--- src/sv/lsd_pkg.sv ---
// Shared constants, word type and reciprocal table for the Legendre series density pipeline.
// Used by every module of the block; depends on nothing.
`timescale 1ns / 1ps
`default_nettype none

package lsd_pkg;

    localparam int FRAC_BITS  = 16;
    localparam int MAX_TERMS  = 6;
    localparam int NUM_COEFS  = 6;
    localparam int RECIP_BITS = 30;

    localparam int U_W     = 17;
    localparam int COEF_W  = 24;
    localparam int SCALE_W = 24;
    localparam int CFG_W   = 24;
    localparam int CFG_A_W = 3;
    localparam int TC_W    = 3;
    localparam int DEN_W   = 32;

    localparam int T_W    = FRAC_BITS + 2;
    localparam int P_W    = FRAC_BITS + 4;
    localparam int TP_W   = T_W + P_W;
    localparam int NUM_W  = TP_W + 5;
    localparam int N1_W   = NUM_W - FRAC_BITS;
    localparam int RC_W   = RECIP_BITS + 1;
    localparam int MR_W   = N1_W + RC_W + 1;
    localparam int CP_W   = COEF_W + P_W;
    localparam int ACC_W  = 2 * FRAC_BITS + 17;
    localparam int SHP_W  = ACC_W - FRAC_BITS - 1;
    localparam int PRD_W  = SHP_W + SCALE_W;

    // register map
    localparam logic [CFG_A_W-1:0] REG_TERM_COUNT = 3'd0;
    localparam logic [CFG_A_W-1:0] REG_SCALE      = 3'd7;

    localparam logic [SCALE_W-1:0] SCALE_RESET = SCALE_W'(1) << FRAC_BITS;

    typedef struct packed {
        logic                    last;
        logic signed [T_W-1:0]   t;
        logic signed [P_W-1:0]   p0;
        logic signed [P_W-1:0]   p1;
        logic signed [ACC_W-1:0] acc;
    } t_item;

    // round(2^30 / r)
    function automatic logic [RC_W-1:0] recip(input logic [TC_W-1:0] r);
        logic [RC_W-1:0] v;
        begin
            case (r)
                3'd1:    v = RC_W'(64'd1073741824);
                3'd2:    v = RC_W'(64'd536870912);
                3'd3:    v = RC_W'(64'd357913941);
                3'd4:    v = RC_W'(64'd268435456);
                3'd5:    v = RC_W'(64'd214748365);
                3'd6:    v = RC_W'(64'd178956971);
                default: v = '0;
            endcase
            return v;
        end
    endfunction

endpackage

`default_nettype wire

--- src/sv/lsd_tail.sv ---
// Last term, clamp of the shape, scale multiply, rounding and saturation; holds the output word.
// Four register stages; depends on lsd_pkg.
`timescale 1ns / 1ps
`default_nettype none

module lsd_tail (
    input  wire                                 i_clk,
    input  wire                                 i_rst_n,
    input  wire  signed [lsd_pkg::COEF_W-1:0]   i_coef,
    input  wire  [lsd_pkg::TC_W-1:0]            i_term_count,
    input  wire  [lsd_pkg::SCALE_W-1:0]         i_scale,
    input  wire                                 i_valid,
    output logic                                o_ready,
    input  lsd_pkg::t_item                      i_item,
    output logic                                o_valid,
    input  wire                                 i_ready,
    output logic [lsd_pkg::DEN_W-1:0]           o_density,
    output logic                                o_clamped,
    output logic                                o_saturated,
    output logic                                o_last_out
);

    localparam logic signed [lsd_pkg::ACC_W-1:0] ACC_HALF =
        lsd_pkg::ACC_W'(1) << (lsd_pkg::FRAC_BITS - 1);
    localparam logic [lsd_pkg::PRD_W:0] PRD_HALF =
        (lsd_pkg::PRD_W + 1)'(1) << (lsd_pkg::FRAC_BITS - 1);
    localparam int D_W = lsd_pkg::PRD_W + 1 - lsd_pkg::FRAC_BITS;

    logic                                r_d_vld;
    logic                                r_d_last;
    logic signed [lsd_pkg::ACC_W-1:0]    r_d_acc;
    logic signed [lsd_pkg::CP_W-1:0]     r_d_cp;
    logic                                r_e_vld;
    logic                                r_e_last;
    logic                                r_e_clamped;
    logic [lsd_pkg::SHP_W-1:0]           r_e_shape;
    logic                                r_f_vld;
    logic                                r_f_last;
    logic                                r_f_clamped;
    logic [lsd_pkg::PRD_W-1:0]           r_f_prod;
    logic                                r_g_vld;
    logic                                r_g_last;
    logic                                r_g_clamped;
    logic                                r_g_saturated;
    logic [lsd_pkg::DEN_W-1:0]           r_g_density;

    logic                                w_en_d, w_en_e, w_en_f, w_en_g;
    logic signed [lsd_pkg::COEF_W-1:0]   w_coef;
    logic signed [lsd_pkg::CP_W-1:0]     n_d_cp;
    logic signed [lsd_pkg::ACC_W-1:0]    w_sum;
    logic signed [lsd_pkg::ACC_W-1:0]    w_sum_rnd;
    logic                                n_e_clamped;
    logic [lsd_pkg::SHP_W-1:0]           n_e_shape;
    logic [lsd_pkg::PRD_W-1:0]           n_f_prod;
    logic [lsd_pkg::PRD_W:0]             w_prod_rnd;
    logic [D_W-1:0]                      w_d;
    logic                                n_g_saturated;
    logic [lsd_pkg::DEN_W-1:0]           n_g_density;

    assign w_en_g      = !r_g_vld || i_ready;
    assign w_en_f      = !r_f_vld || w_en_g;
    assign w_en_e      = !r_e_vld || w_en_f;
    assign w_en_d      = !r_d_vld || w_en_e;
    assign o_ready     = w_en_d;
    assign o_valid     = r_g_vld;
    assign o_density   = r_g_density;
    assign o_clamped   = r_g_clamped;
    assign o_saturated = r_g_saturated;
    assign o_last_out  = r_g_last;

    always_comb begin
        w_coef = ({1'b0, i_term_count} >= (lsd_pkg::TC_W + 1)'(lsd_pkg::MAX_TERMS))
               ? i_coef : '0;
        n_d_cp = w_coef * i_item.p1;
    end

    always_comb begin
        w_sum       = r_d_acc + lsd_pkg::ACC_W'(r_d_cp);
        w_sum_rnd   = w_sum + ACC_HALF;
        n_e_clamped = w_sum[lsd_pkg::ACC_W-1];
        n_e_shape   = n_e_clamped ? '0
                    : w_sum_rnd[lsd_pkg::ACC_W-2:lsd_pkg::FRAC_BITS];
    end

    assign n_f_prod = r_e_shape * lsd_pkg::PRD_W'(i_scale);

    always_comb begin
        w_prod_rnd    = {1'b0, r_f_prod} + PRD_HALF;
        w_d           = w_prod_rnd[lsd_pkg::PRD_W:lsd_pkg::FRAC_BITS];
        n_g_saturated = |w_d[D_W-1:lsd_pkg::DEN_W];
        n_g_density   = n_g_saturated ? '1 : w_d[lsd_pkg::DEN_W-1:0];
    end

    always_ff @(posedge i_clk) begin
        if (!i_rst_n) begin
            r_d_vld <= 1'b0;
            r_e_vld <= 1'b0;
            r_f_vld <= 1'b0;
            r_g_vld <= 1'b0;
        end else begin
            if (w_en_d) begin
                r_d_vld <= i_valid;
            end
            if (w_en_e) begin
                r_e_vld <= r_d_vld;
            end
            if (w_en_f) begin
                r_f_vld <= r_e_vld;
            end
            if (w_en_g) begin
                r_g_vld <= r_f_vld;
            end
        end
    end

    always_ff @(posedge i_clk) begin
        if (w_en_d && i_valid) begin
            r_d_last <= i_item.last;
            r_d_acc  <= i_item.acc;
            r_d_cp   <= n_d_cp;
        end
        if (w_en_e && r_d_vld) begin
            r_e_last    <= r_d_last;
            r_e_clamped <= n_e_clamped;
            r_e_shape   <= n_e_shape;
        end
        if (w_en_f && r_e_vld) begin
            r_f_last    <= r_e_last;
            r_f_clamped <= r_e_clamped;
            r_f_prod    <= n_f_prod;
        end
        if (w_en_g && r_f_vld) begin
            r_g_last      <= r_f_last;
            r_g_clamped   <= r_f_clamped;
            r_g_saturated <= n_g_saturated;
            r_g_density   <= n_g_density;
        end
    end

endmodule

`default_nettype wire

--- config.mk ---
export PLATFORM = sky130hd
export DESIGN_NAME = lsd_tail
export DESIGN_NICKNAME = d
export VERILOG_FILES = /design/src/sv/lsd_pkg.sv /design/src/sv/lsd_tail.sv
export SDC_FILE = /design/constraint.sdc
export NUM_CORES = 2
export LEC_CHECK = 0
export CELL_PAD_IN_SITES_DETAIL_PLACEMENT = 1
export CELL_PAD_IN_SITES_GLOBAL_PLACEMENT = 1
export CORE_MARGIN = 1
export CORE_UTILIZATION = 58
export CTS_BUF_LIST = sky130_fd_sc_hd__clkbuf_8
export CTS_CLUSTER_SIZE = 8
export DETAILED_ROUTE_END_ITERATION = 10
export DONT_BUFFER_PORTS = 1
export PLACE_DENSITY = 0.95
export SLEW_MARGIN = 30
export SYNTH_ARGS = -nofsm -noshare
export SYNTH_HDL_FRONTEND = slang
export SYNTH_SLANG_ARGS = --single-unit
--- constraint.sdc ---
create_clock -name i_clk -period 23.9 [get_ports i_clk]
set_input_delay 7.17 -clock i_clk [delete_from_list [all_inputs] [get_ports i_clk]]
set_output_delay 7.17 -clock i_clk [all_outputs]
set_load 0.02 [all_outputs]
==> flow_summary.ini <==
[sta]
worst_slew_pin_slew_ps = 1150
drv_slew = 0
finalCritPeriodShare_pct = 64.9
rsz0062_at_grt = no
tns_ps = 0
finalCriticalPeriod_ps = 15500
max_slew_margin_pct = 23.5
skew_ps = 63.3
hold_violations = 0
max_freq_ghz = 0.0645
setup_viol = 0

[outcome]
status = finished, violations left
violations = DRC

[floorplan]
start_util_pct = 58.8
core_area_um2 = 88800
die_area_um2 = 91100
chipWidth_um = 302
rows = 109
die_h_um = 302
num_io_pins = 200

[setup_path]
crit_family = simple AND/OR/NAND/NOR gates
arrival_ps = 8330
critPathMaxStageDelay_ps = 550
cp-start-kind = input port
slowest_stage = and2_0
crit_chain = nor2b_1 -> and2_0 -> nand3_1
critPathCaptureType = primary output
critPathKind = in2out
critical_path_buf_inv_count = 0
required_ps = 16730
cp_max_fo = 6

[logic_synthesis]
synth_edf_count = 206
synth_ff_type = edfxtp_1
synth.top_cell.area_share_pct = 44.1
yosysSeqAreaShare_pct = 12.0
ys_ff_latch = 210
yosys-top-cells-area = fa_1, edfxtp_1, inv_1
async_flop_share_pct = 0
synth_cell_types = 103
synthCells = 5531
yosysTopAreaCell = fa_1
yosys_warnings = 0
syn_nets = 7185
synthesis.area_per_instance_um2 = 9.43
netlist_area_um2 = 52200

[final_layout]
drive_gt1_share_pct = 3.05
multi_input_area_um2 = 40200
final_util_pct = 60.6
syn2layout_area_growth_pct = 3.08
regArea_um2 = 6270
final_nets = 7013
fillCellCount = 9865
design_area_um2 = 53800

[drt]
antenna_left = 0
dr_total_vias = 41799
dr.pass1.iters = 11
initialDrtViolationCount = 3922
routed_wl_mm = 190
drc_errors = 10
wl_per_cell_um = 28.9
vias_per_cell = 6.37

[clock_network]
htreeDepth = 2
cts_setup_buffers = 0
holdBufCountCts = 0
cts_tree = built
clkSinkCount = 210
insertion_delay_ps = 670
cts_resized = 0
root_buffer = clkbuf_8
clockBufferDepth = 3
path_clk_slew_ps = 50
cts_buffers = 38

[place]
dpl.hpwl_mm = 143
io_buffers = 0
gp_congestion = 0.907
placed_area_um2 = 53000

[global_route]
grt_pass1_vias = 49968
antenna_found_initial = 23
grt-ovfl-total = 0
grt_max_degree = 82
grt_pass1_wl_mm = 288
grt_usage_pct = 42.5

[worst_hold_path]
hp-class = reg2reg

[flow_run]
maxCapViolations = 0
synthesized netlist by cell type (14+ instances only):
library cell / instances
inv_1: 1259
fa_1: 1149
nand2_1: 860
and2_1: 468
ha_1: 342
clkbuf_1: 244
edfxtp_1: 206
nor2_1: 136
a21oi_1: 105
xnor2_1: 103
xor2_1: 59
a21o_1: 57
o21ai_0: 56
and3_1: 51
nand3_1: 44
nor3_1: 41
nand4_1: 29
o21a_1: 25
nand2b_1: 23
nor2b_1: 15
a211oi_1: 14
o21ai_1: 14
worst reg2reg max path, stage by stage, from the launching register on:
cell	delay (ps)
edfxtp_1	1110
nand2_1	200
fa_1	610
inv_1	70
fa_1	530
inv_1	140
fa_1	700
fa_1	480
fa_1	510
inv_1	50
fa_1	500
fa_1	440
ha_1	390
a21o_1	220
a21o_1	190
a2111oi_0	550
o31a_1	270
o21ba_2	210
a2111oi_0	190
buf_4	210
o311a_1	390
o21a_1	260
a311o_1	430
a21oi_1	210
xnor2_1	140
final cells by class:
| class | instances | area share (%) |
|---|---|---|
| Clock inverter | 24 | 0.247 |
| Inverter | 1259 | 8.79 |
| Timing Repair Buffer | 43 | 0.749 |
| Antenna cell | 13 | 0.0605 |
| Tap cell | 1165 | 2.71 |
| Sequential cell | 210 | 11.7 |
| Clock buffer | 40 | 1.02 |
| Multi-Input combinational cell | 3807 | 74.8 |
logic make-up (layout without fill, tap and decap cells):
group | after synthesis | after routing | share of synthesized area [%]
multiplexers | 6 | 6 | 0.120
AND/OR/NAND/NOR | 1747 | 1747 | 16.5
XOR/XNOR | 163 | 163 | 2.75
adder cells (fa/ha/maj) | 1491 | 1491 | 52.3
AO/OA/AOI/OAI | 400 | 400 | 5.27
buffers and inverters | 1514 | 1366 | 11.0
other | 0 | 13 | 0
flip-flops | 210 | 210 | 12.0
final timing paths:
path	startpoint	to	slack, ps	cells past startpoint
worst min register to register	r_e_clamped$_DFFE_PP_	r_f_clamped$_DFFE_PP_	420	0
worst max-delay path	i_ready	o_ready	8400	3
worst max register to register	r_e_shape[7]$_SDFFCE_PP0P_	r_f_prod[55]$_DFFE_PP_	14590	24
worst min-delay path	r_e_clamped$_DFFE_PP_	r_f_clamped$_DFFE_PP_	420	0
through the flow:
stage / std cells / setup WS [ps] / hold WS (ps)
2_1_floorplan: 5531 / 8930 / 400
3_3_place_gp: 6474 / 8460 / 401
3_5_place_dp: 6478 / 8380 / 406
4_1_cts: 6542 / 8370 / 419
5_1_grt: 6555 / 8280 / 423
6_report: 6561 / 8400 / 418
flip-flops by register name, indices dropped and copies added, names as in the netlist:
signal	flops
o_clamped	1
o_density	32
o_last_out	1
o_saturated	1
o_valid	1
r_d_acc	49
r_d_cp	44
r_d_last	1
r_d_vld	1
r_e_clamped	1
r_e_last	1
r_e_shape	32
r_e_vld	1
r_f_clamped	1
r_f_last	1
r_f_prod	41
r_f_vld	1
layout by cell type, fill, tap and decap left out, drive strengths merged, types with 7 or more instances in the layout:
master and count:
o21a 25, nor2b 15, nor4 11, a211oi 16, nand2b 23, and4 9
nor2 139, clkinv 9, edfxtp 206, a21oi 113, a31oi 13, diode 13
o21bai 12, xor2 59, and3 52, o211ai 13, a21boi 7, clkbuf 40
inv 1270, xnor2 104, ha 342, a21o 57, nor3 47, fa 1149
buf 43, nand2 861, o21ai 74, nor3b 7, or3 7, o31ai 10
o31a 7, and2 471, nand3 47, nand4 31
metal layers:
layer  track usage, %  share of wire [%]  vias up
met2             73.4                 50     3178
met4             34.8                9.3       22
met1             43.5                 31    20977
met3             11.1                 10     1385
met5                0              0.076        -
li1                 -                  -    16237
Power is left out: the tool's default activity adds up to more than one toggle a clock period on the data nets, which glitch-free logic cannot reach.
