--- src/sv/lsd_pkg.sv ---
// Shared constants, word type and reciprocal table for the Legendre series density pipeline.
// Used by every module of the block; depends on nothing.
`timescale 1ns / 1ps
`default_nettype none

package lsd_pkg;

    localparam int FRAC_BITS  = 16;
    localparam int MAX_TERMS  = 6;
    localparam int NUM_COEFS  = 6;
    localparam int RECIP_BITS = 30;

    localparam int U_W     = 17;
    localparam int COEF_W  = 24;
    localparam int SCALE_W = 24;
    localparam int CFG_W   = 24;
    localparam int CFG_A_W = 3;
    localparam int TC_W    = 3;
    localparam int DEN_W   = 32;

    localparam int T_W    = FRAC_BITS + 2;
    localparam int P_W    = FRAC_BITS + 4;
    localparam int TP_W   = T_W + P_W;
    localparam int NUM_W  = TP_W + 5;
    localparam int N1_W   = NUM_W - FRAC_BITS;
    localparam int RC_W   = RECIP_BITS + 1;
    localparam int MR_W   = N1_W + RC_W + 1;
    localparam int CP_W   = COEF_W + P_W;
    localparam int ACC_W  = 2 * FRAC_BITS + 17;
    localparam int SHP_W  = ACC_W - FRAC_BITS - 1;
    localparam int PRD_W  = SHP_W + SCALE_W;

    // register map
    localparam logic [CFG_A_W-1:0] REG_TERM_COUNT = 3'd0;
    localparam logic [CFG_A_W-1:0] REG_SCALE      = 3'd7;

    localparam logic [SCALE_W-1:0] SCALE_RESET = SCALE_W'(1) << FRAC_BITS;

    typedef struct packed {
        logic                    last;
        logic signed [T_W-1:0]   t;
        logic signed [P_W-1:0]   p0;
        logic signed [P_W-1:0]   p1;
        logic signed [ACC_W-1:0] acc;
    } t_item;

    // round(2^30 / r)
    function automatic logic [RC_W-1:0] recip(input logic [TC_W-1:0] r);
        logic [RC_W-1:0] v;
        begin
            case (r)
                3'd1:    v = RC_W'(64'd1073741824);
                3'd2:    v = RC_W'(64'd536870912);
                3'd3:    v = RC_W'(64'd357913941);
                3'd4:    v = RC_W'(64'd268435456);
                3'd5:    v = RC_W'(64'd214748365);
                3'd6:    v = RC_W'(64'd178956971);
                default: v = '0;
            endcase
            return v;
        end
    endfunction

endpackage

`default_nettype wire

--- src/sv/lsd_term.sv ---
// One recurrence step: P_r from P_(r-1), P_(r-2), and adds coef_(r-1) * P_(r-1) to the sum.
// Three register stages; depends on lsd_pkg.
`timescale 1ns / 1ps
`default_nettype none

module lsd_term (
    input  wire                                 i_clk,
    input  wire                                 i_rst_n,
    input  wire  [lsd_pkg::TC_W-1:0]            i_r,
    input  wire  signed [lsd_pkg::COEF_W-1:0]   i_coef,
    input  wire  [lsd_pkg::TC_W-1:0]            i_term_count,
    input  wire                                 i_valid,
    output logic                                o_ready,
    input  lsd_pkg::t_item                      i_item,
    output logic                                o_valid,
    input  wire                                 i_ready,
    output lsd_pkg::t_item                      o_item
);

    localparam logic signed [lsd_pkg::NUM_W-1:0] NUM_HALF =
        lsd_pkg::NUM_W'(1) << (lsd_pkg::FRAC_BITS - 1);
    localparam logic signed [lsd_pkg::MR_W-1:0] MR_HALF =
        lsd_pkg::MR_W'(1) << (lsd_pkg::RECIP_BITS - 1);

    // stage A: products
    logic                               r_a_vld;
    lsd_pkg::t_item                     r_a_item;
    logic signed [lsd_pkg::TP_W-1:0]    r_a_tp;
    logic signed [lsd_pkg::CP_W-1:0]    r_a_cp;
    // stage B: numerator and its rounding
    logic                               r_b_vld;
    lsd_pkg::t_item                     r_b_item;
    logic signed [lsd_pkg::N1_W-1:0]    r_b_n1;
    // stage C: reciprocal product, new polynomial value
    logic                               r_c_vld;
    lsd_pkg::t_item                     r_c_item;

    logic                               w_en_a, w_en_b, w_en_c;
    logic                               w_use;
    logic signed [lsd_pkg::COEF_W-1:0]  w_coef;
    logic signed [lsd_pkg::TP_W-1:0]    n_a_tp;
    logic signed [lsd_pkg::CP_W-1:0]    n_a_cp;
    logic [lsd_pkg::TC_W:0]             w_odd;
    logic [lsd_pkg::TC_W:0]             w_rm1;
    logic signed [lsd_pkg::NUM_W-1:0]   w_num;
    logic signed [lsd_pkg::NUM_W-1:0]   w_num_rnd;
    logic signed [lsd_pkg::N1_W-1:0]    w_n1;
    lsd_pkg::t_item                     n_b_item;
    logic signed [lsd_pkg::MR_W-1:0]    w_mr;
    logic signed [lsd_pkg::MR_W-1:0]    w_mr_rnd;
    lsd_pkg::t_item                     n_c_item;

    assign w_en_c  = !r_c_vld || i_ready;
    assign w_en_b  = !r_b_vld || w_en_c;
    assign w_en_a  = !r_a_vld || w_en_b;
    assign o_ready = w_en_a;
    assign o_valid = r_c_vld;
    assign o_item  = r_c_item;

    always_comb begin
        // coef_(r-1) counts only when r-1 <= term_count
        w_use  = {1'b0, i_r} <= ({1'b0, i_term_count} + (lsd_pkg::TC_W + 1)'(1));
        w_coef = w_use ? i_coef : '0;
        n_a_tp = i_item.t * i_item.p1;
        n_a_cp = w_coef * i_item.p1;
    end

    always_comb begin
        w_odd = {i_r, 1'b0} - (lsd_pkg::TC_W + 1)'(1);
        w_rm1 = {1'b0, i_r} - (lsd_pkg::TC_W + 1)'(1);
        w_num = lsd_pkg::NUM_W'(r_a_tp) * $signed({1'b0, w_odd})
              - (lsd_pkg::NUM_W'(r_a_item.p0) <<< lsd_pkg::FRAC_BITS) * $signed({1'b0, w_rm1});
        w_num_rnd = w_num + NUM_HALF;
        w_n1      = w_num_rnd[lsd_pkg::NUM_W-1:lsd_pkg::FRAC_BITS];
        n_b_item      = r_a_item;
        n_b_item.acc  = r_a_item.acc + lsd_pkg::ACC_W'(r_a_cp);
    end

    always_comb begin
        w_mr         = r_b_n1 * $signed({1'b0, lsd_pkg::recip(i_r)});
        w_mr_rnd     = w_mr + MR_HALF;
        n_c_item     = r_b_item;
        n_c_item.p0  = r_b_item.p1;
        n_c_item.p1  = w_mr_rnd[lsd_pkg::RECIP_BITS +: lsd_pkg::P_W];
    end

    always_ff @(posedge i_clk) begin
        if (!i_rst_n) begin
            r_a_vld <= 1'b0;
            r_b_vld <= 1'b0;
            r_c_vld <= 1'b0;
        end else begin
            if (w_en_a) begin
                r_a_vld <= i_valid;
            end
            if (w_en_b) begin
                r_b_vld <= r_a_vld;
            end
            if (w_en_c) begin
                r_c_vld <= r_b_vld;
            end
        end
    end

    always_ff @(posedge i_clk) begin
        if (w_en_a && i_valid) begin
            r_a_item <= i_item;
            r_a_tp   <= n_a_tp;
            r_a_cp   <= n_a_cp;
        end
        if (w_en_b && r_a_vld) begin
            r_b_item <= n_b_item;
            r_b_n1   <= w_n1;
        end
        if (w_en_c && r_b_vld) begin
            r_c_item <= n_c_item;
        end
    end

endmodule

`default_nettype wire

--- config.mk ---
export PLATFORM = sky130hd
export DESIGN_NAME = lsd_term
export DESIGN_NICKNAME = d
export VERILOG_FILES = /design/src/sv/lsd_pkg.sv /design/src/sv/lsd_term.sv
export SDC_FILE = /design/constraint.sdc
export NUM_CORES = 2
export LEC_CHECK = 0
export BUFFER_PORTS_ARGS = -buffer_cell sky130_fd_sc_hd__clkbuf_2
export CORE_MARGIN = 5
export CORE_UTILIZATION = 28
export DETAILED_ROUTE_END_ITERATION = 7
export SLEW_MARGIN = 20
export SYNTH_ARGS = -nofsm -noshare
export SYNTH_HDL_FRONTEND = slang
export SYNTH_SLANG_ARGS = --single-unit
--- constraint.sdc ---
create_clock -name i_clk -period 10.95 [get_ports i_clk]
set_clock_uncertainty 0.2 [all_clocks]
set_input_delay 0.5475 -clock i_clk [delete_from_list [all_inputs] [get_ports i_clk]]
set_output_delay 0.5475 -clock i_clk [all_outputs]
set_load 0.03 [all_outputs]
==> impl_metrics.env <==
export IMPL_grt_pass1_wl_um=293000
export IMPL_critPathKind="input port to flip-flop"
export IMPL_core_mm2=0.246
export IMPL_cts_sinks=416
export IMPL_wirelength_um=183000
export IMPL_register_area_mm2=0.0125
export IMPL_finalCritPeriodShare=0.818
export IMPL_tritoncts="done"
export IMPL_ys_types=83
export IMPL_yosysSeqAreaShare=0.181
export IMPL_grt_max_degree=118
export IMPL_hp_class="input port to flip-flop"
export IMPL_reg2reg_from="n_b_item[69]$_DFFE_PP_"
export IMPL_dieArea_mm2=0.257
export IMPL_io_pins=252
export IMPL_cts_buffer_depth=3
export IMPL_syn_nets=8909
export IMPL_fmax_mhz=112
export IMPL_fill_cells=25200
export IMPL_num_vias=46200
export IMPL_drive_gt1_frac=0.0605
export IMPL_maxCapViolations=0
export IMPL_drt_initial_drc_count=2631
export IMPL_ff2ff_path_depth=31
export IMPL_port_buffers=251
export IMPL_synth_edff_count=413
export IMPL_area_growth_pct=10.8
export IMPL_slew_headroom=0.275
export IMPL_synth_most_common_cell="inv_1"
export IMPL_viasPerCell=4.50
export IMPL_antenna_found_initial=23
export IMPL_num_rows=182
export IMPL_yosys_most_used_dff="edfxtp_1"
export IMPL_netlist_instances=6780
export IMPL_hold_end="n_b_item[62]$_DFFE_PP_"
export IMPL_drc_errors=0
export IMPL_cpMostUsedCell="fa_1"
export IMPL_root_buffer="clkbuf_16"
export IMPL_die_h_um=506
export IMPL_ys_async_sr_fraction=0
export IMPL_place_congestion=0.908
export IMPL_r2r_slack_ps=3130
export IMPL_clk_latency_ps=650
export IMPL_synth_top_area_share=0.404
export IMPL_final_core_util=0.311
export IMPL_synth_area_leaders="fa_1 40%, edfxtp_1 18%, ha_1 11%, inv_1 9.6%, nand2_1 3.5%"
export IMPL_drt_first_pass_iters=6
export IMPL_required_ps=11320
export IMPL_hold_viol=0
export IMPL_synth_area_mm2=0.0690
export IMPL_avgRoutedWirePerCell_um=17.9
export IMPL_hold_path_startpoint="i_item[62]"
export IMPL_cts_inserted_buffers=50
export IMPL_status="complete, no violations"
export IMPL_holdWs_ps=157
export IMPL_synth_seq_cells=416
export IMPL_hold_path_cell_count=2
export IMPL_cp_start_kind="input port"
export IMPL_post_cts_resized=0
export IMPL_ys_warn_count=0
export IMPL_pre_cts_slack_ps=1300
export IMPL_worst_pin_slew_ps=1080
export IMPL_critPathCaptureType="flip-flop"
export IMPL_drv_slew=0
export IMPL_min_period_ps=8960
export IMPL_grtUsageTotal=0.145
export IMPL_finalSetupViolations=0
export IMPL_layout_nets=9118
export IMPL_final_antenna_net_count=0
export IMPL_r2r_end="r_b_n1[20]$_DFFE_PP_"
export IMPL_fin_ws_ps=1990
export IMPL_grt_ovfl_total=0
export IMPL_grt_pass1_vias=51600
export IMPL_slowest_delay_ps=570
export IMPL_syn_mean_instance_area_um2=10.2
export IMPL_clk_pin_slew_ps=60
export IMPL_worst_path_max_fanout=78
export IMPL_rsz0062_at_grt="no"
export IMPL_fin_setup_tns_ps=0
export IMPL_start_util=0.281
export IMPL_cpMaxStageDelayCell="fa_1"
export IMPL_die_x_um=506
export IMPL_yosysTopAreaCell="fa_1"
export IMPL_arrival_ps=9320
export IMPL_synthTopCellsByCount="1760 x inv_1, 1394 x fa_1, 641 x nand2_1"
export IMPL_cts_max_level=2
export IMPL_multi_input_area_mm2=0.0491
export IMPL_dpl_hpwl_um=154000
## stage by stage
stage | instance area [µm²] | cells
3_3_place_gp | 74000 | 10100
2_1_floorplan | 69000 | 6780
4_1_cts | 76400 | 10200
3_5_place_dp | 74000 | 10100
5_1_grt | 76400 | 10300
6_report | 76500 | 10300
## layout by cell type (no fill, tap or decap), types with 14 or more instances in the layout
| cell | Yosys | final |
|---|---|---|
| dlygate4sd3_1 | 0 | 73 |
| xor2_1 | 59 | 58 |
| xnor2_1 | 144 | 144 |
| o211ai_1 | 14 | 14 |
| o21ai_0 | 70 | 70 |
| clkbuf_2 | 2 | 251 |
| and2_1 | 303 | 303 |
| inv_1 | 1760 | 1760 |
| buf_4 | 0 | 59 |
| nand2b_1 | 60 | 60 |
| nand2_1 | 641 | 641 |
| a21oi_1 | 158 | 158 |
| a211oi_1 | 18 | 18 |
| nor2_1 | 115 | 115 |
| o21bai_1 | 20 | 20 |
| ha_1 | 593 | 593 |
| nand3_1 | 43 | 43 |
| fa_1 | 1394 | 1394 |
| edfxtp_1 | 413 | 413 |
| or3_1 | 16 | 16 |
| o21a_1 | 24 | 24 |
| and3_1 | 273 | 273 |
| a21o_1 | 93 | 93 |
| clkbuf_16 | 0 | 50 |
| nor2b_1 | 116 | 114 |
| nor3_1 | 36 | 36 |
## metal layers
metal | vias up | track usage | wire length, µm | share of wire
met2 | 1150 | 0.257 | 91600 | 0.50
met4 | 6 | 0.0383 | 4850 | 0.026
li1 | 21100 | - | - | -
met5 | - | 0 | 38 | 0.00021
met1 | 23700 | 0.183 | 76200 | 0.42
met3 | 213 | 0.0248 | 10500 | 0.057
## cells by family (layout without fill, tap and decap cells)
| logic type | count (synthesis) | after routing | share of synthesized area |
|---|---|---|---|
| fa+ha+maj | 1987 | 1987 | 0.512 |
| buf+inv | 1990 | 2237 | 0.108 |
| other cells | 0 | 13 | 0 |
| mux | 3 | 3 | 0.000435 |
| xor+xnor | 203 | 203 | 0.0258 |
| compound gates | 516 | 516 | 0.0499 |
| simple gates | 1665 | 1665 | 0.123 |
| flops | 416 | 416 | 0.181 |
## worst max-delay path: cells and delay by family
kind / cells / cell delay (ps)
AO/OA/AOI/OAI: 5 / 1280
adder cells (fa/ha/maj): 10 / 4470
buffers and inverters: 9 / 930
AND/OR/NAND/NOR: 10 / 1980
## registers in the layout, indices dropped and copies added (netlist names)
name,flops
r_b_n1,27
o_valid,1
n_b_item,59
r_a_item,49
r_a_vld,1
o_item,108
r_a_tp,38
r_b_vld,1
n_c_item,88
r_a_cp,44
## worst max-delay path by stage
stage / startpoint / end / slack (ps) / depth (start not counted)
4_1_cts: i_r[0] / o_item[63]$_DFFE_PP_ / 2030 / 27
5_1_grt: i_r[0] / r_b_n1[26]$_DFFE_PP_ / 1600 / 36
3_5_place_dp: i_r[0] / o_item[64]$_DFFE_PP_ / 1300 / 27
6_report: i_term_count[0] / r_a_cp[37]$_DFFE_PP_ / 1990 / 34
2_1_floorplan: i_ready / n_c_item[0]$_DFFE_PP_ / 1020 / 2
3_3_place_gp: i_term_count[0] / r_a_cp[37]$_DFFE_PP_ / 1450 / 34
## repair_timing
item / 4_1_cts / 5_1_grt
buffers inserted: 0 / 0
endpoints found under the hold margin: 74 / 0
hold buffers: 73 / 0
## final cells by class
type                       count  area share
clock buffer                  58      0.0168
sequential                   416       0.163
clock inverter                32     0.00569
timing repair buffer         386      0.0326
antenna                       13    0.000425
tap                         3220      0.0527
inverter                    1761      0.0864
multi-input combinational   4374       0.642
Power is not shown: default switching activity piles up to over one toggle a cycle in this logic, so the estimate is an artifact.
