**config.mk**
```make
export PLATFORM = sky130hd
export DESIGN_NAME = lsd_front
export DESIGN_NICKNAME = d
export VERILOG_FILES = /design/src/sv/lsd_pkg.sv /design/src/sv/lsd_front.sv
export SDC_FILE = /design/constraint.sdc
export NUM_CORES = 1
export LEC_CHECK = 0
export BUFFER_PORTS_ARGS = -buffer_cell sky130_fd_sc_hd__buf_2
export CAP_MARGIN = 30
export CORE_MARGIN = 2
export CORE_UTILIZATION = 30
export CTS_CLUSTER_SIZE = 14
export DETAILED_ROUTE_END_ITERATION = 16
export GPL_ROUTABILITY_DRIVEN = 1
export PLACE_DENSITY = 0.73
export SLEW_MARGIN = 0
export SYNTH_ARGS = -nofsm -noshare
export SYNTH_HDL_FRONTEND = slang
export SYNTH_SLANG_ARGS = --single-unit
```
**constraint.sdc**
```tcl
create_clock -name i_clk -period 1.9 [get_ports i_clk]
set_clock_uncertainty 0.1 [all_clocks]
set_input_delay 0 -clock i_clk [delete_from_list [all_inputs] [get_ports i_clk]]
set_output_delay 0 -clock i_clk [all_outputs]
set_load 0.03 [all_outputs]
```
**src/sv/lsd_pkg.sv**
```systemverilog
// Shared constants, word type and reciprocal table for the Legendre series density pipeline.
// Used by every module of the block; depends on nothing.
`timescale 1ns / 1ps
`default_nettype none

package lsd_pkg;

    localparam int FRAC_BITS  = 16;
    localparam int MAX_TERMS  = 6;
    localparam int NUM_COEFS  = 6;
    localparam int RECIP_BITS = 30;

    localparam int U_W     = 17;
    localparam int COEF_W  = 24;
    localparam int SCALE_W = 24;
    localparam int CFG_W   = 24;
    localparam int CFG_A_W = 3;
    localparam int TC_W    = 3;
    localparam int DEN_W   = 32;

    localparam int T_W    = FRAC_BITS + 2;
    localparam int P_W    = FRAC_BITS + 4;
    localparam int TP_W   = T_W + P_W;
    localparam int NUM_W  = TP_W + 5;
    localparam int N1_W   = NUM_W - FRAC_BITS;
    localparam int RC_W   = RECIP_BITS + 1;
    localparam int MR_W   = N1_W + RC_W + 1;
    localparam int CP_W   = COEF_W + P_W;
    localparam int ACC_W  = 2 * FRAC_BITS + 17;
    localparam int SHP_W  = ACC_W - FRAC_BITS - 1;
    localparam int PRD_W  = SHP_W + SCALE_W;

    // register map
    localparam logic [CFG_A_W-1:0] REG_TERM_COUNT = 3'd0;
    localparam logic [CFG_A_W-1:0] REG_SCALE      = 3'd7;

    localparam logic [SCALE_W-1:0] SCALE_RESET = SCALE_W'(1) << FRAC_BITS;

    typedef struct packed {
        logic                    last;
        logic signed [T_W-1:0]   t;
        logic signed [P_W-1:0]   p0;
        logic signed [P_W-1:0]   p1;
        logic signed [ACC_W-1:0] acc;
    } t_item;

    // round(2^30 / r)
    function automatic logic [RC_W-1:0] recip(input logic [TC_W-1:0] r);
        logic [RC_W-1:0] v;
        begin
            case (r)
                3'd1:    v = RC_W'(64'd1073741824);
                3'd2:    v = RC_W'(64'd536870912);
                3'd3:    v = RC_W'(64'd357913941);
                3'd4:    v = RC_W'(64'd268435456);
                3'd5:    v = RC_W'(64'd214748365);
                3'd6:    v = RC_W'(64'd178956971);
                default: v = '0;
            endcase
            return v;
        end
    endfunction

endpackage

`default_nettype wire

```
**src/sv/lsd_front.sv**
```systemverilog
// Input stage: clamps the point, forms t = 2u - 1 and seeds the recurrence and the sum.
// Depends on lsd_pkg.
`timescale 1ns / 1ps
`default_nettype none

module lsd_front (
    input  wire                        i_clk,
    input  wire                        i_rst_n,
    input  wire                        i_valid,
    output logic                       o_ready,
    input  wire  [lsd_pkg::U_W-1:0]    i_u_point,
    input  wire                        i_last_in,
    output logic                       o_valid,
    input  wire                        i_ready,
    output lsd_pkg::t_item             o_item
);

    localparam logic [lsd_pkg::U_W-1:0] ONE_U = lsd_pkg::U_W'(1) << lsd_pkg::FRAC_BITS;

    logic                              r_vld;
    lsd_pkg::t_item                    r_item;
    lsd_pkg::t_item                    n_item;
    logic                              w_en;
    logic [lsd_pkg::U_W-1:0]           w_u;
    logic signed [lsd_pkg::T_W:0]      w_t_wide;

    assign w_en    = !r_vld || i_ready;
    assign o_ready = w_en;
    assign o_valid = r_vld;
    assign o_item  = r_item;

    always_comb begin
        w_u      = (i_u_point > ONE_U) ? ONE_U : i_u_point;
        w_t_wide = $signed({1'b0, w_u, 1'b0}) - $signed((lsd_pkg::T_W + 1)'(ONE_U));
        n_item.last = i_last_in;
        n_item.t    = w_t_wide[lsd_pkg::T_W-1:0];
        n_item.p0   = lsd_pkg::P_W'(1) << lsd_pkg::FRAC_BITS;
        n_item.p1   = lsd_pkg::P_W'(n_item.t);
        n_item.acc  = lsd_pkg::ACC_W'(1) << (2 * lsd_pkg::FRAC_BITS);
    end

    always_ff @(posedge i_clk) begin
        if (!i_rst_n) begin
            r_vld <= 1'b0;
        end else if (w_en) begin
            r_vld <= i_valid;
        end
    end

    always_ff @(posedge i_clk) begin
        if (w_en && i_valid) begin
            r_item <= n_item;
        end
    end

endmodule

`default_nettype wire

```
==> results.json, run 1 <==
{
  "outcome": "completed",
  "yosysUniqueCellTypes": 12,
  "tns_ns": 0,
  "min-delay-path-class": "in2reg",
  "placeableCoreArea_um2": 4750,
  "cts_hold_buf": 13,
  "synthDominantAreaCellType": "buf_4",
  "final_common_cell": "conb_1",
  "post-cts-setup-buffer-count": 0,
  "drt-pass1-iter-count": 2,
  "seq_area_frac_synth": 0.377,
  "cp_data_required_time_ns": 1.81,
  "crit_buf_inv": 2,
  "layout.cells.non_filler": 263,
  "die_x_extent_um": 74.4,
  "layout-drive-gt1-share": 0.357,
  "die_h_um": 74.4,
  "ant_nets": 0,
  "ios": 132,
  "timing.fmax_mhz": 666,
  "synthesis.instances": 138,
  "critPathCaptureType": "flop",
  "num_antenna_cells": 0,
  "cp-start-kind": "primary input",
  "report.final.hold_viol_count": 0,
  "buffer_ports.inserted": 60,
  "grt_setup_unrepaired": "no",
  "pre_cts_ws_ns": 0.660,
  "maximum_number_of_pins_on_one_net_before_global_route_repair": 19,
  "postLayoutCellArea_um2": 1650,
  "final.hold.worst_slack_ns": 0.00247,
  "finalNetCount": 219,
  "post-route-drc-count": 0,
  "post_dp_cell_area_um2": 1460,
  "timing.final.crit_period_ns": 1.50,
  "final_routed_wirelength_mm": 2.30,
  "p_leak_nw": 0.817,
  "grt_antenna_before_repair": 0,
  "setup-violations-final": 0,
  "dieArea_um2": 5540,
  "number_of_design_rule_violations_left_by_the_first_detailed_router_iteration": 12,
  "clk_root_buffer_cell": "clkbuf_8",
  "cp_class": "in2reg",
  "dp_cells": 245,
  "crit_arrival_ns": 1.41,
  "netlist.area_leader.share": 0.454,
  "p_per_area_nw_per_um2": 738,
  "min_period_over_period": 0.791,
  "clock_tree.htree_level_count": 1,
  "dpl.hpwl_mm": 1.90,
  "cts-buffers-inserted": 3,
  "timing.max_cap.violations": 0,
  "clkLatencyLatePin_ns": 0.25,
  "cp_cell_sequence": "dlygate4sd3_1, buf_2, nor4_4, a41oi_4, nand2b_1",
  "wire_length_of_the_first_global_routing_pass_mm": 3.08,
  "highest_count_cells_in_the_layout_ignoring_fill_and_taps": "71 x conb_1, 60 x buf_2, 18 x edfxtp_1, 15 x nor2b_1, 14 x dlygate4sd3_1",
  "drt-vias-per-instance": 3.20,
  "clock_path_buffers": 2,
  "globalRouteOverflowTotal": 0,
  "number_of_global_route_vias_before_repair": 632,
  "post_cts_resize_count": 0,
  "clk_pin_slew_worst_paths_ns": 0.07,
  "routed_wire_length_per_instance_um": 8.76,
  "initial_core_util": 0.313,
  "routability_congestion_estimate_from_global_placement": 0.647,
  "syn_area_um2": 1490,
  "crit_path_max_incr_delay_ns": 0.52,
  "tritoncts": "built",
  "detailroute.via_count": 842,
  "number_of_storage_elements_in_the_synthesis_netlist": 19,
  "vdd_drop_max_mv": 0.399,
  "critical_path.max_fanout": 10,
  "synth.area.top_cells": "buf_4 45%, edfxtp_1 36%, nor2b_1 6.3%, nor4_4 5.7%, a41oi_4 1.9%",
  "critical-path-slowest-cell": "dlygate4sd3_1",
  "clock_sink_count": 19,
  "avgSynthCellArea_um2": 10.8,
  "maxSlewViolCount": 0,
  "layout-area-overhead-vs-synth_pct": 10.8,
  "num_rows": 25,
  "setup_slack_ns": 0.397,
  "grt_usage": 0.0771,
  "yosysWarningCount": 0,
  "cp_top_family": "buffers and inverters"
}
## final timing paths
kind | start | to | slack (ns) | depth (start not counted)
setup / recovery | i_u_point[0] | o_item[105]$_DFFE_PP_ | 0.40 | 5
hold / removal | i_u_point[11] | o_item[101]$_SDFFCE_PN0P_ | 0.002 | 2
hold reg to reg | o_valid$_SDFFE_PN0N_ | o_item[107]$_DFFE_PP_ | 0.85 | 3
setup reg to reg | o_valid$_SDFFE_PN0N_ | o_valid$_SDFFE_PN0N_ | 0.64 | 3
## kinds of logic (layout without fill, tap and decap cells)
logic type             Yosys count  in the layout  share of synthesized area
and+or+nand+nor                 23             23                      0.135
buffers and inverters           92             81                      0.459
AOI/OAI and AO/OA                2              2                     0.0236
other                            2             71                    0.00505
DFF                             19             19                      0.377
## per-stage QoR
stage / utilization / total power [mW]
after CTS: 0.345 / 1.22
after global routing: 0.347 / 1.28
after detailed placement: 0.308 / 0.931
final: 0.347 / 1.22
after floorplan: - / 0.982
after global placement: 0.308 / 0.929
## cell type report
cell class              count  area [µm²]
clock buffers               3        41.3
clock inverters             1        5.00
fillers                   486        3110
inverters                   2        7.51
multi-input cells          96         503
flip-flops and latches     19         561
well taps                  67        83.8
repair buffers             75         448
## synth_stat cells
| cell type | n |
|---|---|
| nand2b_1 | 2 |
| nor4_4 | 4 |
| inv_1 | 2 |
| buf_4 | 90 |
| nor2_1 | 1 |
| and2_1 | 1 |
| conb_1 | 2 |
| a41oi_4 | 1 |
| edfxtp_1 | 18 |
| nor2b_1 | 15 |
| dfxtp_1 | 1 |
| a21boi_0 | 1 |
## sequential cells by signal, indices dropped and copies added (netlist names)
signal,flops
o_item,18
o_valid,1
## worst register-to-register path: cells and delay by family (launching register included)
family          cells  cell delay, ns
compound gates      1            0.15
buf+inv             1            0.55
flops               1            0.32
simple gates        1            0.08
## where the power goes
| group | total (mW) | switching (mW) | internal [mW] |
|---|---|---|---|
| Combinational | 0.440 | 0.354 | 0.0868 |
| Clock | 0.274 | 0.128 | 0.146 |
| Sequential | 0.504 | 0.0135 | 0.490 |
| Total | 1.22 | 0.495 | 0.723 |
## metal layers
metal  GRT usage  share of wire
met5           0              0
met2       0.121           0.51
met3      0.0122          0.085
met4      0.0476          0.020
met1      0.0994           0.38
(Power assumes the default switching activity.)
==> inputs of run 2 (changes only) <==
==> constraint.sdc (replaced) <==
create_clock -name i_clk -period 1.5 [get_ports i_clk]
set_clock_uncertainty 0.1 [all_clocks]
set_input_delay 0 -clock i_clk [delete_from_list [all_inputs] [get_ports i_clk]]
set_output_delay 0 -clock i_clk [all_outputs]
set_load 0.03 [all_outputs]
==> run 2 against run 1 <==
Total power increased by 29%. Worst hold slack improved by 0.0083 ns. Die area is the same. Worst setup slack worse by 0.35 ns. Core utilization grew 1.1 points. Largest cell class unchanged.
==> results.json, run 2 (synthesis results as in run 1) <==
{
  "clk_root_buffer_cell": "clkbuf_8",
  "cts-buffers-inserted": 3,
  "dpl.hpwl_mm": 1.87,
  "total_power_mw": 1.57,
  "p_leak_nw": 0.838,
  "number_of_global_route_vias_before_repair": 647,
  "critical-path-slowest-cell": "dlygate4sd3_1",
  "clk_pin_slew_worst_paths_ns": 0.08,
  "post-route-drc-count": 0,
  "timing.fmax_mhz": 689,
  "die_x_extent_um": 74.4,
  "routability_congestion_estimate_from_global_placement": 0.616,
  "critical_path.max_fanout": 5,
  "drt-pass1-iter-count": 3,
  "cp_top_family": "buffers and inverters",
  "grt_usage": 0.0763,
  "globalRouteOverflowTotal": 0,
  "number_of_design_rule_violations_left_by_the_first_detailed_router_iteration": 13,
  "num_antenna_cells": 0,
  "cp_class": "in2reg",
  "tritoncts": "built",
  "final.hold.worst_slack_ns": 0.0108,
  "largest_register_ffs": 18,
  "die_h_um": 74.4,
  "detailroute.via_count": 884,
  "cp_data_required_time_ns": 1.42,
  "num_rows": 25,
  "min-delay-path-class": "in2reg",
  "dieArea_um2": 5540,
  "clock_tree.htree_level_count": 1,
  "min_period_over_period": 0.968,
  "clock_sink_count": 19,
  "initial_core_util": 0.313,
  "finalNetCount": 224,
  "setup-violations-final": 0,
  "routed_wire_length_per_instance_um": 9.07,
  "buffer_ports.inserted": 60,
  "placeableCoreArea_um2": 4750,
  "vdd_drop_max_mv": 0.554,
  "timing.final.crit_period_ns": 1.45,
  "maximum_number_of_pins_on_one_net_before_global_route_repair": 19,
  "layout-area-overhead-vs-synth_pct": 14.5,
  "wire_length_of_the_first_global_routing_pass_mm": 3.07,
  "drt-vias-per-instance": 3.30,
  "critPathCaptureType": "flop",
  "layout-drive-gt1-share": 0.368,
  "cp_cell_sequence": "dlygate4sd3_1, buf_2, nor4_4, a41oi_4, nand2b_1",
  "highest_count_cells_in_the_layout_ignoring_fill_and_taps": "71 x conb_1, 60 x buf_2, 18 x edfxtp_1, 16 x dlygate4sd3_1, 15 x nor2b_1",
  "clock_path_buffers": 2,
  "crit_path_max_incr_delay_ns": 0.53,
  "cp-start-kind": "primary input",
  "crit_arrival_ns": 1.37,
  "ant_nets": 0,
  "tns_ns": 0,
  "ios": 132,
  "outcome": "completed",
  "final_routed_wirelength_mm": 2.43,
  "report.final.hold_viol_count": 0,
  "timing.max_cap.violations": 0,
  "p_per_area_nw_per_um2": 922,
  "final_common_cell": "conb_1",
  "maxSlewViolCount": 0,
  "post_cts_resize_count": 0,
  "clkLatencyLatePin_ns": 0.25,
  "crit_buf_inv": 2,
  "grt_antenna_before_repair": 0
}
run 2: changes by cell type in the layout (fill, tap and decap cells not counted), sizes merged:
cell,change
a41oi,+1
buf,+2
dlygate4sd3,+2
run 2: path summary, 6_finish.rpt:
path / start / end / slack, ns / cells after the start
max: i_u_point[15] / o_item[105]$_DFFE_PP_ / 0.05 / 5
min reg2reg: o_valid$_SDFFE_PN0N_ / o_item[103]$_SDFFCE_PN0P_ / 0.76 / 2
min: i_u_point[16] / o_item[106]$_DFFE_PP_ / 0.01 / 2
max reg2reg: o_valid$_SDFFE_PN0N_ / o_valid$_SDFFE_PN0N_ / 0.21 / 3
run 2: final cells by class:
class                   count  area (µm²)
clock buffers               3        41.3
clock inverters             1        5.00
fillers                   479        3050
inverters                   2        7.51
multi-input cells          97         522
flip-flops and latches     19         561
well taps                  67        83.8
repair buffers             79         483
run 2: power breakdown:
group	switching [mW]	leakage (nW)	internal [mW]
clock network	0.176	0.0255	0.185
logic	0.453	0.626	0.118
registers	0.0167	0.187	0.621
total	0.646	0.838	0.924
run 2: timing repair:
item                       in CTS  in global routing
hold endpoints to repair       15                  1
setup endpoints to repair       0                  1
hold buffers                   15                  1
buffers inserted                0                  3
run 2: layer usage:
layer,global-route usage,share of wire,up-vias,routed length (µm)
met3,0.0122,0.088,4,213
li1,-,-,409,-
met4,0.0417,0.014,0,34
met2,0.126,0.52,67,1260
met1,0.0952,0.38,404,921
met5,0,0,-,0
run 2: metrics by stage:
step | worst slack (ns) | instances | instance area, µm² | util
after floorplan | 0.0529 | 207 | 1750 | -
after global placement | 0.286 | 244 | 1460 | 0.307
after detailed placement | 0.248 | 244 | 1460 | 0.307
after CTS | 0.0187 | 263 | 1650 | 0.348
after global routing | -0.0136 | 268 | 1700 | 0.358
final | 0.0480 | 268 | 1700 | 0.358
